### src/icr_pkg.sv
package icr_pkg;

	// orbital table geometry
	localparam int MAX_ORBITALS = 256;
	localparam int ADDR_W       = $clog2(MAX_ORBITALS);

	// queue between front and back
	localparam int Q_DEPTH = 4;
	localparam int Q_PTR_W = $clog2(Q_DEPTH);
	localparam int Q_CNT_W = $clog2(Q_DEPTH + 1);

	// permutation rows and destination classes
	localparam int NUM_ROWS = 16;
	localparam int ROW_W    = $clog2(NUM_ROWS);
	localparam int NUM_CLS  = 6;

	localparam logic [2:0] CLS_A = 3'd0; // oo|oo
	localparam logic [2:0] CLS_B = 3'd1; // vv|vv
	localparam logic [2:0] CLS_C = 3'd2; // oo|vv
	localparam logic [2:0] CLS_D = 3'd3; // ov|ov
	localparam logic [2:0] CLS_E = 3'd4; // vo|oo
	localparam logic [2:0] CLS_F = 3'd5; // ov|vv

	localparam logic ACT_CLASSIFY = 1'b0;
	localparam logic ACT_LOAD     = 1'b1;

	typedef struct packed {
		logic        action;
		logic [7:0]  index_first;
		logic [7:0]  index_second;
		logic [7:0]  index_third;
		logic [7:0]  index_fourth;
		logic [63:0] integral_bits;
		logic [7:0]  load_orbital;
		logic        load_occupied;
		logic        load_virtual;
		logic        load_singly_occupied;
		logic [7:0]  load_occ_position;
		logic [7:0]  load_vir_position;
	} in_item_t;

	typedef struct packed {
		logic [2:0]  integral_class;
		logic [7:0]  out_index_first;
		logic [7:0]  out_index_second;
		logic [7:0]  out_index_third;
		logic [7:0]  out_index_fourth;
		logic [63:0] out_integral_bits;
		logic        last_of_run;
	} out_item_t;

	typedef struct packed {
		logic       occupied;
		logic       virt;
		logic       single;
		logic [7:0] occ_pos;
		logic [7:0] vir_pos;
	} orb_entry_t;

	// classified transaction waiting for the back end
	typedef struct packed {
		logic [NUM_ROWS-1:0] mask;
		logic [0:3][7:0]     occ_pos;
		logic [0:3][7:0]     vir_pos;
		logic [63:0]         bits;
	} q_entry_t;

	typedef struct packed {
		logic [2:0]      cls;
		logic [0:3][1:0] slot;
		logic [0:3]      is_vir;
	} perm_row_t;

	function automatic perm_row_t perm_row(input logic [ROW_W-1:0] k);
		perm_row_t r;
		case (k)
			4'd0:    r = '{CLS_A, {2'd0, 2'd1, 2'd2, 2'd3}, 4'b0000};
			4'd1:    r = '{CLS_B, {2'd0, 2'd1, 2'd2, 2'd3}, 4'b1111};
			4'd2:    r = '{CLS_C, {2'd0, 2'd1, 2'd2, 2'd3}, 4'b0011};
			4'd3:    r = '{CLS_C, {2'd2, 2'd3, 2'd0, 2'd1}, 4'b0011};
			4'd4:    r = '{CLS_D, {2'd0, 2'd1, 2'd2, 2'd3}, 4'b0101};
			4'd5:    r = '{CLS_D, {2'd1, 2'd0, 2'd2, 2'd3}, 4'b0101};
			4'd6:    r = '{CLS_D, {2'd0, 2'd1, 2'd3, 2'd2}, 4'b0101};
			4'd7:    r = '{CLS_D, {2'd1, 2'd0, 2'd3, 2'd2}, 4'b0101};
			4'd8:    r = '{CLS_E, {2'd0, 2'd1, 2'd2, 2'd3}, 4'b1000};
			4'd9:    r = '{CLS_E, {2'd1, 2'd0, 2'd2, 2'd3}, 4'b1000};
			4'd10:   r = '{CLS_E, {2'd2, 2'd3, 2'd0, 2'd1}, 4'b1000};
			4'd11:   r = '{CLS_E, {2'd3, 2'd2, 2'd0, 2'd1}, 4'b1000};
			4'd12:   r = '{CLS_F, {2'd0, 2'd1, 2'd2, 2'd3}, 4'b0111};
			4'd13:   r = '{CLS_F, {2'd1, 2'd0, 2'd2, 2'd3}, 4'b0111};
			4'd14:   r = '{CLS_F, {2'd2, 2'd3, 2'd0, 2'd1}, 4'b0111};
			4'd15:   r = '{CLS_F, {2'd3, 2'd2, 2'd0, 2'd1}, 4'b0111};
			default: r = '{CLS_A, {2'd0, 2'd1, 2'd2, 2'd3}, 4'b0000};
		endcase
		return r;
	endfunction

endpackage

### src/icr_queue.sv
module icr_queue (
	input  logic              clk,
	input  logic              arst_n,
	input  logic              wr,
	input  icr_pkg::q_entry_t wr_data,
	output logic              full,
	input  logic              rd,
	output logic              empty,
	output icr_pkg::q_entry_t rd_data
);

	icr_pkg::q_entry_t              slots_q [icr_pkg::Q_DEPTH];
	logic [icr_pkg::Q_PTR_W-1:0]    wptr_q;
	logic [icr_pkg::Q_PTR_W-1:0]    rptr_q;
	logic [icr_pkg::Q_CNT_W-1:0]    count_q;

	assign full    = count_q == icr_pkg::Q_CNT_W'(icr_pkg::Q_DEPTH);
	assign empty   = count_q == '0;
	assign rd_data = slots_q[rptr_q];

	always_ff @(posedge clk) begin
		if (wr) begin
			slots_q[wptr_q] <= wr_data;
		end
	end

	always_ff @(posedge clk or negedge arst_n) begin
		if (!arst_n) begin
			wptr_q  <= '0;
			rptr_q  <= '0;
			count_q <= '0;
		end else begin
			if (wr) begin
				wptr_q <= wptr_q + 1'b1;
			end
			if (rd) begin
				rptr_q <= rptr_q + 1'b1;
			end
			count_q <= count_q + icr_pkg::Q_CNT_W'(wr) - icr_pkg::Q_CNT_W'(rd);
		end
	end

	no_underflow: assert property (@(posedge clk) disable iff (!arst_n)
		rd |-> !empty)
		else $error("queue read while empty");

endmodule

### config.mk
export PLATFORM = sky130hd
export DESIGN_NAME = icr_queue
export DESIGN_NICKNAME = d
export VERILOG_FILES = /design/src/icr_pkg.sv /design/src/icr_queue.sv
export SDC_FILE = /design/constraint.sdc
export NUM_CORES = 1
export LEC_CHECK = 0
export BUFFER_PORTS_ARGS = -buffer_cell sky130_fd_sc_hd__clkbuf_2
export CORE_UTILIZATION = 51
export CTS_BUF_LIST = sky130_fd_sc_hd__clkbuf_8
export DETAILED_ROUTE_END_ITERATION = 8
export PLACE_DENSITY = 0.72
export SLEW_MARGIN = 40
export SYNTH_ARGS = -nofsm -noshare
export SYNTH_HDL_FRONTEND = slang
export SYNTH_SLANG_ARGS = --single-unit
### constraint.sdc
create_clock -name clk -period 5.6 [get_ports clk]
set_input_delay 0.56 -clock clk [delete_from_list [all_inputs] [get_ports clk]]
set_output_delay 0.56 -clock clk [all_outputs]
set_load 0.005 [all_outputs]
# After elaboration in Yosys (flattened, before gate mapping)
# Memory sizes are Yosys's and may differ from the RTL's.
# Index checks and enable logic that the tools add are counted.
# op_classes
n_addsub	4
n_eq_ne	1
n_mux	2
reduce_logical	1
# ops
op	n
2-bit by 1-bit adder with 2-bit output, second input constant	2
3-bit by 1-bit adder with 3-bit output	1
3-bit == test, second input constant	1
3-bit zero test	1
3-bit by 1-bit subtractor with 3-bit output	1
1-bit two-way mux	2
# word_totals
ff_bits	7
ram_bits	576
inputBits	148
out_inout_bits	146
mem_count	1
# memory_table
memory	depth	width	read_ports	rd_clocked_by_memory_dff	wr	line_no	text
slots_q	4	144	1	0	1	icr_queue.sv:12	icr_pkg::q_entry_t slots_q [icr_pkg::Q_DEPTH];

# Logic depth before layout (Yosys ltp)
# logic_depth
depth_word	2
depth_mapped	7
ltp_nobuf	7

# Worst setup path after synthesis
# Ideal clock, no wire load.
# synth_path
path_type	reg-to-reg
from	reg wptr_q[0] (netlist bit)
to	mem slots_q[0][0] (netlist bit), enable pin
setup_ps	520
t_arrival_ps	3916
t_required_ps	5080
setup_slack_ps	1163
stages_incl_launch_ff	4
n_path_buf	0
cell_sequence	dfrtp_1 -> inv_1 -> ha_1 -> and2_1
# synth_rtl
item	line_no	text
from (decl)	icr_queue.sv:13	logic [icr_pkg::Q_PTR_W-1:0] wptr_q;
from (signal assigned)	icr_queue.sv:34	wptr_q <= wptr_q + 1'b1;
to (decl)	icr_queue.sv:12	
# Straight into the memory's write port.

==> flow_summary.json <==
{
  "cts_root_buf": "clkbuf_8",
  "syn2layout_area_growth_pct": 17.5,
  "grt_overflow_total": 0,
  "grt_pass1_vias": 10000,
  "synth_top_area_share_pct": 81.7,
  "tightest_slew_ns": 0.774,
  "start_util_pct": 51.7,
  "clk_path_buf_depth": 3,
  "synth_seq_area_share_pct": 82.6,
  "cts_tree": "built",
  "core.rowCount": 74,
  "synth_cell_type_count": 16,
  "status": "complete, no violations",
  "power_density_nw_per_um2": 503,
  "wl_um": 38900,
  "portBuffers": 293,
  "syn_area_um2": 21200,
  "nets": 1305,
  "criticalPathCategory": "reg2out",
  "fin_util_pct": 60.8,
  "grt_max_degree": 98,
  "vias": 9428,
  "setup_violations": 0,
  "min_period_over_period_pct": 57.9,
  "viasPerCell": 5.41,
  "cts_buffers": 89,
  "track_usage_pct": 18.6,
  "drt_pass1_iterations": 5,
  "ant_nets": 0,
  "path_max_fanout": 42,
  "antenna_found_initial": 4,
  "cp.arrival_ns": 2.68,
  "fp.dieH_um": 206,
  "maxCapViolations": 0,
  "postSynthAreaPerCell_um2": 26.9,
  "clk_latency_ns": 0.63,
  "relSlewSlack_pct": 48.4,
  "end_kind": "primary output",
  "io_pins": 294,
  "cts_setup_buffers": 0,
  "yosys_warnings": 0,
  "fp.coreArea_um2": 40900,
  "clock-sinks": 583,
  "required_ns": 5.04,
  "htreeDepth": 3,
  "final.setup.worst_slack_ns": 2.36,
  "slew_viol_final": 0,
  "fin_crit_ns": 3.24,
  "synth_area_leaders": "edfxtp_1, mux4_2, dfrtp_1",
  "grt_setup_unrepaired": "no",
  "hold_path_class": "in2reg",
  "die_area_um2": 42300,
  "setup_tns_ns": 0,
  "post-dp-hpwl_um": 23000,
  "die_w_um": 206,
  "crit_path_start_kind": "flip-flop",
  "fin_skew_ns": 0.0266,
  "fin_cells": 1743,
  "clkSlewWorstSetupHoldPaths_ns": 0.06,
  "routedWlPerCell_um": 22.3,
  "syn_nets": 941,
  "seqCellArea_um2": 17500,
  "place.gp.congestion": 0.763,
  "fillers": 2864,
  "cellLeakagePower_nw": 8.62,
  "drc": 0,
  "synth_cells": 786,
  "pre_cts_ws_ns": 2.96,
  "fmax_mhz": 308,
  "drt_iter0_drc": 604,
  "fin_area_um2": 24900,
  "dpl-instance-area_um2": 23300,
  "drive_gt1_share_pct": 46.5,
  "hold_viol": 0,
  "ys_seq_elements": 583,
  "multiInputGateArea_um2": 3440,
  "grt_pass1_wl_um": 57600,
  "ir_drop_mv": 0.434,
  "dp_cells": 1590,
  "yosys.area.top_type": "edfxtp_1"
}
layout make-up:
type                       instances  share of cell area, %
multi-input combinational        165                   13.8
antenna                            1                 0.0101
tap                              532                   2.68
clock buffer                      93                   5.15
timing repair buffer             305                   6.69
inverter                           6                 0.0905
clock inverter                    58                   1.29
sequential                       583                   70.3
cells in the mapped netlist:
library cell,number
and2_1,4
and3_1,1
buf_2,16
buf_4,6
buf_6,10
dfrtp_1,7
edfxtp_1,576
fa_1,1
ha_1,6
inv_1,6
mux4_2,144
nand2_1,2
nor3_1,1
o21ai_0,1
xnor2_1,3
xor2_1,2
flip-flops by register name, indices dropped and copies added (netlist names):
name and flops:
count_q 3, rptr_q 2, slots_q 576, wptr_q 2
placed cells by master (no fill, tap or decap), drive strengths merged:
cell,instances
inv,29
and3,1
o21ai,1
dlygate4sd3,1
xor2,2
clkinv,29
fa,1
and2,4
nand2,2
nor3,1
diode,1
edfxtp,576
buf,11
bufinv,3
dfrtp,7
ha,6
xnor2,3
clkbuf,386
mux4,144
clkinvlp,3
report_power, final:
part	switching (mW)	leakage (nW)	internal, mW
sequential	0.180	5.37	5.71
clock	1.50	0.903	1.66
combinational	1.80	2.35	1.67
total	3.48	8.62	9.04
what timing repair did:
item | in CTS | in global routing
hold buffers | 1 | 0
endpoints found under the hold margin | 7 | 0
gates resized for setup | 0 | 0
stage by stage:
stage | total power, mW | hold slack (ns)
4_1_cts | 12.7 | 0.0805
3_3_place_gp | 9.47 | 0.416
5_1_grt | 13.2 | 0.0916
6_report | 12.5 | 0.143
2_1_floorplan | 8.25 | 0.264
3_5_place_dp | 9.55 | 0.418
routing by layer:
metal / track usage (%) / wire [µm] / vias up / share of wire [%]
met5: 0 / 42 / - / 0.11
met1: 24.0 / 15600 / 4849 / 40
li1: - / - / 4150 / -
met4: 6.53 / 833 / 6 / 2.1
met3: 6.40 / 3190 / 72 / 8.2
met2: 29.4 / 19200 / 351 / 49
critical path, stage by stage (launching register included):
cell	delay, ns
dfrtp_4	0.40
buf_4	0.47
buf_4	0.57
mux4_2	0.42
clkbuf_2	0.13
worst paths after layout:
check	startpoint	to	slack [ns]	cells after the start
hold reg to reg	wptr_q[0]$_DFFE_PN0P_	wptr_q[0]$_DFFE_PN0P_	0.53	1
min in group asynchronous	arst_n	count_q[2]$_DFF_PN0_	0.33	2
setup / recovery	rptr_q[1]$_DFFE_PN0P_	rd_data[78]	2.36	4
setup reg to reg	wptr_q[0]$_DFFE_PN0P_	slots_q[2][111]$_DFFE_PP_	3.22	4
max in group asynchronous	arst_n	rptr_q[1]$_DFFE_PN0P_	5.04	2
hold / removal	wr_data[24]	slots_q[1][24]$_DFFE_PP_	0.14	1
kinds of logic after synthesis:
| kind of cell | after synthesis | synth area share [%] |
|---|---|---|
| xor gates and xnor gates | 5 | 0.207 |
| buffers and inverters | 38 | 1.23 |
| muxes | 144 | 15.3 |
| AOI/OAI and AO/OA | 1 | 0.0236 |
| DFF | 583 | 82.6 |
| adders and majority gates | 7 | 0.449 |
| and+or+nand+nor | 8 | 0.207 |
(Power assumes the default switching activity.)
