`src/icr_pkg.sv`:
```
package icr_pkg;

	// orbital table geometry
	localparam int MAX_ORBITALS = 256;
	localparam int ADDR_W       = $clog2(MAX_ORBITALS);

	// queue between front and back
	localparam int Q_DEPTH = 4;
	localparam int Q_PTR_W = $clog2(Q_DEPTH);
	localparam int Q_CNT_W = $clog2(Q_DEPTH + 1);

	// permutation rows and destination classes
	localparam int NUM_ROWS = 16;
	localparam int ROW_W    = $clog2(NUM_ROWS);
	localparam int NUM_CLS  = 6;

	localparam logic [2:0] CLS_A = 3'd0; // oo|oo
	localparam logic [2:0] CLS_B = 3'd1; // vv|vv
	localparam logic [2:0] CLS_C = 3'd2; // oo|vv
	localparam logic [2:0] CLS_D = 3'd3; // ov|ov
	localparam logic [2:0] CLS_E = 3'd4; // vo|oo
	localparam logic [2:0] CLS_F = 3'd5; // ov|vv

	localparam logic ACT_CLASSIFY = 1'b0;
	localparam logic ACT_LOAD     = 1'b1;

	typedef struct packed {
		logic        action;
		logic [7:0]  index_first;
		logic [7:0]  index_second;
		logic [7:0]  index_third;
		logic [7:0]  index_fourth;
		logic [63:0] integral_bits;
		logic [7:0]  load_orbital;
		logic        load_occupied;
		logic        load_virtual;
		logic        load_singly_occupied;
		logic [7:0]  load_occ_position;
		logic [7:0]  load_vir_position;
	} in_item_t;

	typedef struct packed {
		logic [2:0]  integral_class;
		logic [7:0]  out_index_first;
		logic [7:0]  out_index_second;
		logic [7:0]  out_index_third;
		logic [7:0]  out_index_fourth;
		logic [63:0] out_integral_bits;
		logic        last_of_run;
	} out_item_t;

	typedef struct packed {
		logic       occupied;
		logic       virt;
		logic       single;
		logic [7:0] occ_pos;
		logic [7:0] vir_pos;
	} orb_entry_t;

	// classified transaction waiting for the back end
	typedef struct packed {
		logic [NUM_ROWS-1:0] mask;
		logic [0:3][7:0]     occ_pos;
		logic [0:3][7:0]     vir_pos;
		logic [63:0]         bits;
	} q_entry_t;

	typedef struct packed {
		logic [2:0]      cls;
		logic [0:3][1:0] slot;
		logic [0:3]      is_vir;
	} perm_row_t;

	function automatic perm_row_t perm_row(input logic [ROW_W-1:0] k);
		perm_row_t r;
		case (k)
			4'd0:    r = '{CLS_A, {2'd0, 2'd1, 2'd2, 2'd3}, 4'b0000};
			4'd1:    r = '{CLS_B, {2'd0, 2'd1, 2'd2, 2'd3}, 4'b1111};
			4'd2:    r = '{CLS_C, {2'd0, 2'd1, 2'd2, 2'd3}, 4'b0011};
			4'd3:    r = '{CLS_C, {2'd2, 2'd3, 2'd0, 2'd1}, 4'b0011};
			4'd4:    r = '{CLS_D, {2'd0, 2'd1, 2'd2, 2'd3}, 4'b0101};
			4'd5:    r = '{CLS_D, {2'd1, 2'd0, 2'd2, 2'd3}, 4'b0101};
			4'd6:    r = '{CLS_D, {2'd0, 2'd1, 2'd3, 2'd2}, 4'b0101};
			4'd7:    r = '{CLS_D, {2'd1, 2'd0, 2'd3, 2'd2}, 4'b0101};
			4'd8:    r = '{CLS_E, {2'd0, 2'd1, 2'd2, 2'd3}, 4'b1000};
			4'd9:    r = '{CLS_E, {2'd1, 2'd0, 2'd2, 2'd3}, 4'b1000};
			4'd10:   r = '{CLS_E, {2'd2, 2'd3, 2'd0, 2'd1}, 4'b1000};
			4'd11:   r = '{CLS_E, {2'd3, 2'd2, 2'd0, 2'd1}, 4'b1000};
			4'd12:   r = '{CLS_F, {2'd0, 2'd1, 2'd2, 2'd3}, 4'b0111};
			4'd13:   r = '{CLS_F, {2'd1, 2'd0, 2'd2, 2'd3}, 4'b0111};
			4'd14:   r = '{CLS_F, {2'd2, 2'd3, 2'd0, 2'd1}, 4'b0111};
			4'd15:   r = '{CLS_F, {2'd3, 2'd2, 2'd0, 2'd1}, 4'b0111};
			default: r = '{CLS_A, {2'd0, 2'd1, 2'd2, 2'd3}, 4'b0000};
		endcase
		return r;
	endfunction

endpackage

```
`src/icr_back.sv`:
```
module icr_back (
	input  logic               clk,
	input  logic               arst_n,
	input  logic               q_empty,
	input  icr_pkg::q_entry_t  q_data,
	output logic               q_rd,
	output logic               empty,
	input  logic               pop,
	output icr_pkg::out_item_t result
);

	logic [icr_pkg::NUM_ROWS-1:0] done_q;
	logic                         out_valid_q;
	icr_pkg::out_item_t           out_q;

	logic [icr_pkg::NUM_ROWS-1:0] remaining;
	logic [icr_pkg::NUM_ROWS-1:0] sel_hot;
	logic [icr_pkg::ROW_W-1:0]    sel;
	logic                         emit;
	logic                         last;
	icr_pkg::perm_row_t           row;
	icr_pkg::out_item_t           nxt;

	assign remaining = q_data.mask & ~done_q;

	// lowest pending permutation goes first
	always_comb begin
		sel = '0;
		for (int k = icr_pkg::NUM_ROWS - 1; k >= 0; k--) begin
			if (remaining[k]) begin
				sel = icr_pkg::ROW_W'(k);
			end
		end
	end

	assign sel_hot = icr_pkg::NUM_ROWS'(1) << sel;
	assign last    = (remaining & ~sel_hot) == '0;
	assign emit    = !q_empty && (!out_valid_q || pop);
	assign q_rd    = emit && last;
	assign row     = icr_pkg::perm_row(sel);

	always_comb begin
		logic [0:3][7:0] idx;
		for (int i = 0; i < 4; i++) begin
			idx[i] = row.is_vir[i] ? q_data.vir_pos[row.slot[i]] : q_data.occ_pos[row.slot[i]];
		end
		nxt = '{row.cls, idx[0], idx[1], idx[2], idx[3], q_data.bits, last};
	end

	always_ff @(posedge clk) begin
		if (emit) begin
			out_q <= nxt;
		end
	end

	always_ff @(posedge clk or negedge arst_n) begin
		if (!arst_n) begin
			done_q      <= '0;
			out_valid_q <= 1'b0;
		end else begin
			if (emit) begin
				done_q <= last ? '0 : (done_q | sel_hot);
			end
			if (emit) begin
				out_valid_q <= 1'b1;
			end else if (pop) begin
				out_valid_q <= 1'b0;
			end
		end
	end

	assign empty  = !out_valid_q;
	assign result = out_q;

	head_has_work: assert property (@(posedge clk) disable iff (!arst_n)
		!q_empty |-> remaining != '0)
		else $error("queued transaction with no permutation left");

endmodule

```
`config.mk`:
```
export PLATFORM = sky130hd
export DESIGN_NAME = icr_back
export DESIGN_NICKNAME = d
export VERILOG_FILES = /design/src/icr_pkg.sv /design/src/icr_back.sv
export SDC_FILE = /design/constraint.sdc
export NUM_CORES = 1
export LEC_CHECK = 0
export CORE_MARGIN = 2
export CORE_UTILIZATION = 60
export DETAILED_ROUTE_END_ITERATION = 6
export DONT_BUFFER_PORTS = 1
export PLACE_DENSITY = 0.88
export SLEW_MARGIN = 20
export SYNTH_ARGS = -nofsm -noshare
export SYNTH_HDL_FRONTEND = slang
export SYNTH_SLANG_ARGS = --single-unit
```
`constraint.sdc`:
```
create_clock -name clk -period 4 [get_ports clk]
set_clock_uncertainty 0.05 [all_clocks]
set_input_delay 0.4 -clock clk [delete_from_list [all_inputs] [get_ports clk]]
set_output_delay 0.4 -clock clk [all_outputs]
set_load 0.02 [all_outputs]
```
# ---- Yosys cells after proc, flatten, opt, wreduce, memory -nomap -nowiden
# Memory sizes are Yosys's and may differ from the RTL's.
# Cells that the tools add are included.
# W data, S select, Z words.
dict set report op_classes {
  order_cmp 4
  n_shift 1
  n_mux 47
  n_bitwise 9
  reduce_logical 7
}
# op count
set ops {}
lappend ops {{$mux W8} 20}
lappend ops {{$bmux W8 S2} 8}
lappend ops {{$mux W4} 16}
lappend ops {{$and A16 B16 Y16} 2}
lappend ops {{$not A16 Y16} 2}
lappend ops {{$logic_not A16 Y1} 1}
lappend ops {{$mux W16} 1}
lappend ops {{$or A16 B16 Y16} 1}
lappend ops {{$shl A1 B4 Y16 const A} 1}
lappend ops {{$ge A3 B3 Y1 const B} 4}
lappend ops {{$not A2 Y3} 4}
lappend ops {{$logic_and A1 B1 Y1} 2}
lappend ops {{$logic_not A1 Y1} 2}
lappend ops {{$mux W1} 2}
lappend ops {{$reduce_bool A2 Y1} 1}
lappend ops {{$logic_or A1 B1 Y1} 1}
dict set report word_totals {
  regBits 117
  romBits 240
  inputBits 148
  output_inout_bits 102
  word_cells 78
  memories 1
}
# name depth word_bits rd rd_clocked_by_memory_dff write_ports line_no
set mem_list {}
lappend mem_list {{(no name shown)} 16 15 1 0 0 icr_pkg.sv:76} ;# case (k)

# ---- Longest topological paths before layout
# An unclocked memory read counts as a cell.
dict set report logic_depth {
  ltp_word 24
  ltp_mapped 12
  ltp_nobuf 8
}

# ---- Least setup slack after synthesis
# OpenSTA, ideal clock, no wires.
dict set report synth_timing {
  kind {input-to-reg}
  start {input port pop}
  end {register out_q, in the netlist result[0] (enable)}
  setup_time_ns 0.455
  t_arrival_ns 2.669
  t_required_ns 3.495
  path_slack_ns 0.826
  cell_stages 3
  n_path_buf 0
  cell_sequence {nand2b_1 > nand2b_1 > inv_1}
}
dict set report synth_between {
  elab_chain_cells 2
}
# element line_no
set synth_rtl {}
lappend synth_rtl {{from (decl)} icr_back.sv:8} ;# input logic pop,
lappend synth_rtl {{$logic_or A1 B1 Y1} icr_back.sv:38} ;# assign emit = !q_empty && (!out_valid_q || pop);
lappend synth_rtl {{$logic_and A1 B1 Y1} icr_back.sv:38}
lappend synth_rtl {{via emit} icr_back.sv:19} ;# logic emit;
lappend synth_rtl {{to (signal assigned)} icr_back.sv:52} ;# out_q <= nxt;
lappend synth_rtl {{to (decl)} icr_back.sv:14} ;# icr_pkg::out_item_t out_q;
# The timed path passes the listed nets, and every way through them passes these cells.
# A chain may end at the register's enable or synchronous reset.

# ---- Worst setup path after layout
dict set report layout_timing {
  start {register done_q[3] in the netlist's numbering}
  end {output port q_rd}
}
dict set report layout_between {
  elab_chain_cells 11
}
# element line_no
set layout_rtl {}
lappend layout_rtl {{from (decl)} icr_back.sv:12} ;# logic [icr_pkg::NUM_ROWS-1:0] done_q;
lappend layout_rtl {{from (signal assigned)} icr_back.sv:62} ;# done_q <= last ? '0 : (done_q | sel_hot);
lappend layout_rtl {{$not A16 Y16 *} icr_back.sv:24} ;# assign remaining = q_data.mask & ~done_q;
lappend layout_rtl {{$and A16 B16 Y16 *} icr_back.sv:24}
lappend layout_rtl {{$mux W4 (4 in series)} icr_back.sv:30} ;# if (remaining[k]) begin
lappend layout_rtl {{$shl A1 B4 Y16} icr_back.sv:36} ;# assign sel_hot = icr_pkg::NUM_ROWS'(1) << sel;
lappend layout_rtl {{$not A16 Y16} icr_back.sv:37} ;# assign last = (remaining & ~sel_hot) == '0;
lappend layout_rtl {{$and A16 B16 Y16 *} icr_back.sv:37}
lappend layout_rtl {{$logic_not A16 Y1 *} icr_back.sv:37}
lappend layout_rtl {{$logic_and A1 B1 Y1 *} icr_back.sv:39} ;# assign q_rd = emit && last;
lappend layout_rtl {{to (decl)} icr_back.sv:6} ;# output logic q_rd,
# Every way passes the cells marked *; elsewhere a longest branch is shown, timed or not.

==> out/summary.txt <==
outcome - finished, final reports clean
WP data arrival - 3.16 ns
final wirelength - 21370 um
post-CTS sizing - 0
initial core utilization - 61.38%
routability cong. - 0.9171
CP cell instances - nor2b_1 -> a21oi_1 -> nor2_1 -> a21oi_2 -> o32ai_2 -> o221ai_2 -> nor4b_4 -> buf_4
Ports - 250
CP Data Required Time - 3.55 ns
CP Launch Type - flop
period utilisation layout - 90.28%
DRT Pass-1 Iters - 7
max_cap viols - 0
largest cells by area after synthesis - edfxtp_1, nand2_1, dfrtp_1
final hold violation count - 0
drt wl/cell - 25.72 um
Die Area - 11350 um^2
Crit-path slowest cell - nor2b_1
met1 GRT Util - 43.73%
DR DRC count - 0
syn nets - 765
CTS tree - built
largest net degree at the start of global routing - 57
CTS sink cnt - 117
synthesis-to-layout area growth - 21.08%
Pwr Total - 7.562 mW
Cells after Synth - 617
met3 usage - 14.16%
number of global-route vias before repair - 5383
Vias - 5618
worst slew pin tran - 1.072 ns
top_reg_cell synth - edfxtp_1
Clock Latency Late Sink - 0.52 ns
dpl cells - 733
crit path time final - 3.611 ns
cell taking the most area after synthesis - edfxtp_1
share of cells above drive strength 1 - 12.81%
num rows - 37
initial antenna violation count - 0
top-area cell type share of the netlist area - 47.60%
number of synthesized flops with an enable pin - 100
CTS max path bufs - 2
RSZ-0062 raised after global routing - no
CP peak stage delay - 0.56 ns
core area - 10280 um^2
Fmax - 276.9 MHz
asr flop ratio synth - 14.53%
Post-Syn Area - 6309 um^2
# H-tree levels - 4
port bufs - 0
Avg Cell Area, Syn - 10.22 um^2
Netlist cell types - 59
register area share after synthesis - 54.34%
relative slew slack - 28.26%
critical path capture point type - primary output
setup violators final - 0
worst vdd ir - 609.6 uV
static leakage - 2.898 nW
fillers - 682
detailed placement HPWL - 14060 um
GRT Total Usage - 37.02%
Hold Path Class - primary input to flop
Chip Width - 106.5 um
Root Buffer - clkbuf_8
post-route non-filler standard cell count - 831
R2R setup slack - 0.54 ns
GR Overflow Total - 0
yosys warns - 0
routed vias/inst - 6.761
Final TNS setup - 0 ns
antenna diode count - 0
Num CTS Buffers - 17
Die Y - 106.5 um
Worst-path clk slew - 0.06 ns
DRT iter0 DRCs - 690
Nets - 830
first-pass GRT wire length - 31340 um
flops & latches, synth - 117
GRT busiest layer - met2
remaining antenna violation count after routing - 0
fin. max-slew vios - 0
critical path fanouts, max - 17
P per Cell Area - 990.0 nW/um^2
crit path kind - flop to primary output
GRT met2 Usage - 61.63%
post-CTS setup repair buffer count - 0
worst hold slack - 0.03310 ns
-- per-stage QoR --
step	instance area (um^2)	setup WS, ns	utilization, %
after floorplan	6309	0.8256	-
after global placement	6432	0.7349	62.59
after detailed placement	6432	0.6377	62.59
after CTS	7639	0.3860	74.32
after global routing	7639	0.1893	74.32
final	7639	0.3887	74.32
-- report_power, final --
| group | total, mW | switching [mW] | internal (mW) |
|---|---|---|---|
| Sequential | 2.28 | 0.463 | 1.82 |
| Combinational | 3.87 | 2.44 | 1.43 |
| Clock | 1.41 | 0.584 | 0.825 |
-- path summary, 6_finish.rpt --
kind / from / to / cells past startpoint
max in group asynchronous: arst_n / done_q[15] / 1
hold / removal: pop / out_valid_q / 2
min in group asynchronous: arst_n / done_q[9] / 1
hold reg to reg: done_q[10] / done_q[10] / 2
setup / recovery: done_q[3] / q_rd / 8
setup reg to reg: done_q[8] / result[70] / 8
-- routing by layer --
| metal | share of wire, % | vias to the layer above |
|---|---|---|
| li1 | - | 2417 |
| met1 | 34 | 2637 |
| met2 | 49 | 474 |
| met3 | 13 | 90 |
| met4 | 4.0 | 0 |
| met5 | 0 | - |
-- flip-flops by register name, summed over array words and instances (netlist names) --
| register | flops |
|---|---|
| result | 100 |
| done_q | 16 |
| out_valid_q | 1 |
-- critical path, delay by kind of cell, from the launching register on --
kind | cells | cell delay (ns)
AO/OA/AOI/OAI | 4 | 0.91
buffers and inverters | 1 | 0.29
flip-flops | 1 | 0.39
AND/OR/NAND/NOR | 3 | 1.04
-- layout by cell type, fill, tap and decap left out, types with 4 or more instances in the layout --
cell type,count
inv_1,5
buf_4,13
nand2b_1,14
a311oi_1,8
dfrtp_1,17
edfxtp_1,100
clkbuf_16,16
o22ai_1,9
a2bb2oi_1,8
clkinv_2,4
nor2b_2,4
clkinv_4,5
o21ai_0,12
a21o_1,4
a31o_2,7
a31oi_1,22
a32o_1,16
a21oi_1,16
a211oi_1,11
nand2_1,148
dlygate4sd3_1,66
nor2_1,71
nand3_1,34
mux2i_1,16
nor2b_1,9
-- what timing repair did --
action | in CTS | in global routing
endpoints found under the setup margin | 0 | 0
endpoints found under the hold margin | 82 | 0
hold buffers | 66 | 0
-- cell families after synthesis --
group / count (synthesis) / share of synthesized area, %
muxes: 16 / 2.539
buffers and inverters: 40 / 3.253
and+or+nand+nor: 305 / 22.35
AOI/OAI and AO/OA: 139 / 17.51
DFF: 117 / 54.34
-- cells in the mapped netlist, drive strengths merged (2+ instances only) --
master,number
o22ai,9
and2,4
edfxtp,100
nor2b,13
inv,6
nand2,148
nand4,3
o2111ai,2
clkbuf,13
mux2i,16
nand3,34
o21ai,15
a21oi,18
a311oi,9
a31oi,22
a21o,4
nor3,5
o31ai,2
a31o,9
nor2,74
nor4,5
nand2b,16
buf,21
a211oi,12
a2bb2oi,8
o211ai,2
a32o,16
dfrtp,17
-- layout make-up --
cell class	instances	area [um^2]	share of cell area (%)
timing repair buffer	80	778.2	10.19
tap	136	170.2	2.228
clock inverter	15	131.4	1.720
sequential	117	3428	44.88
multi-input combinational	460	2691	35.23
clock buffer	17	414.1	5.422
inverter	6	25.02	0.3276
(Power assumes the default switching activity.)
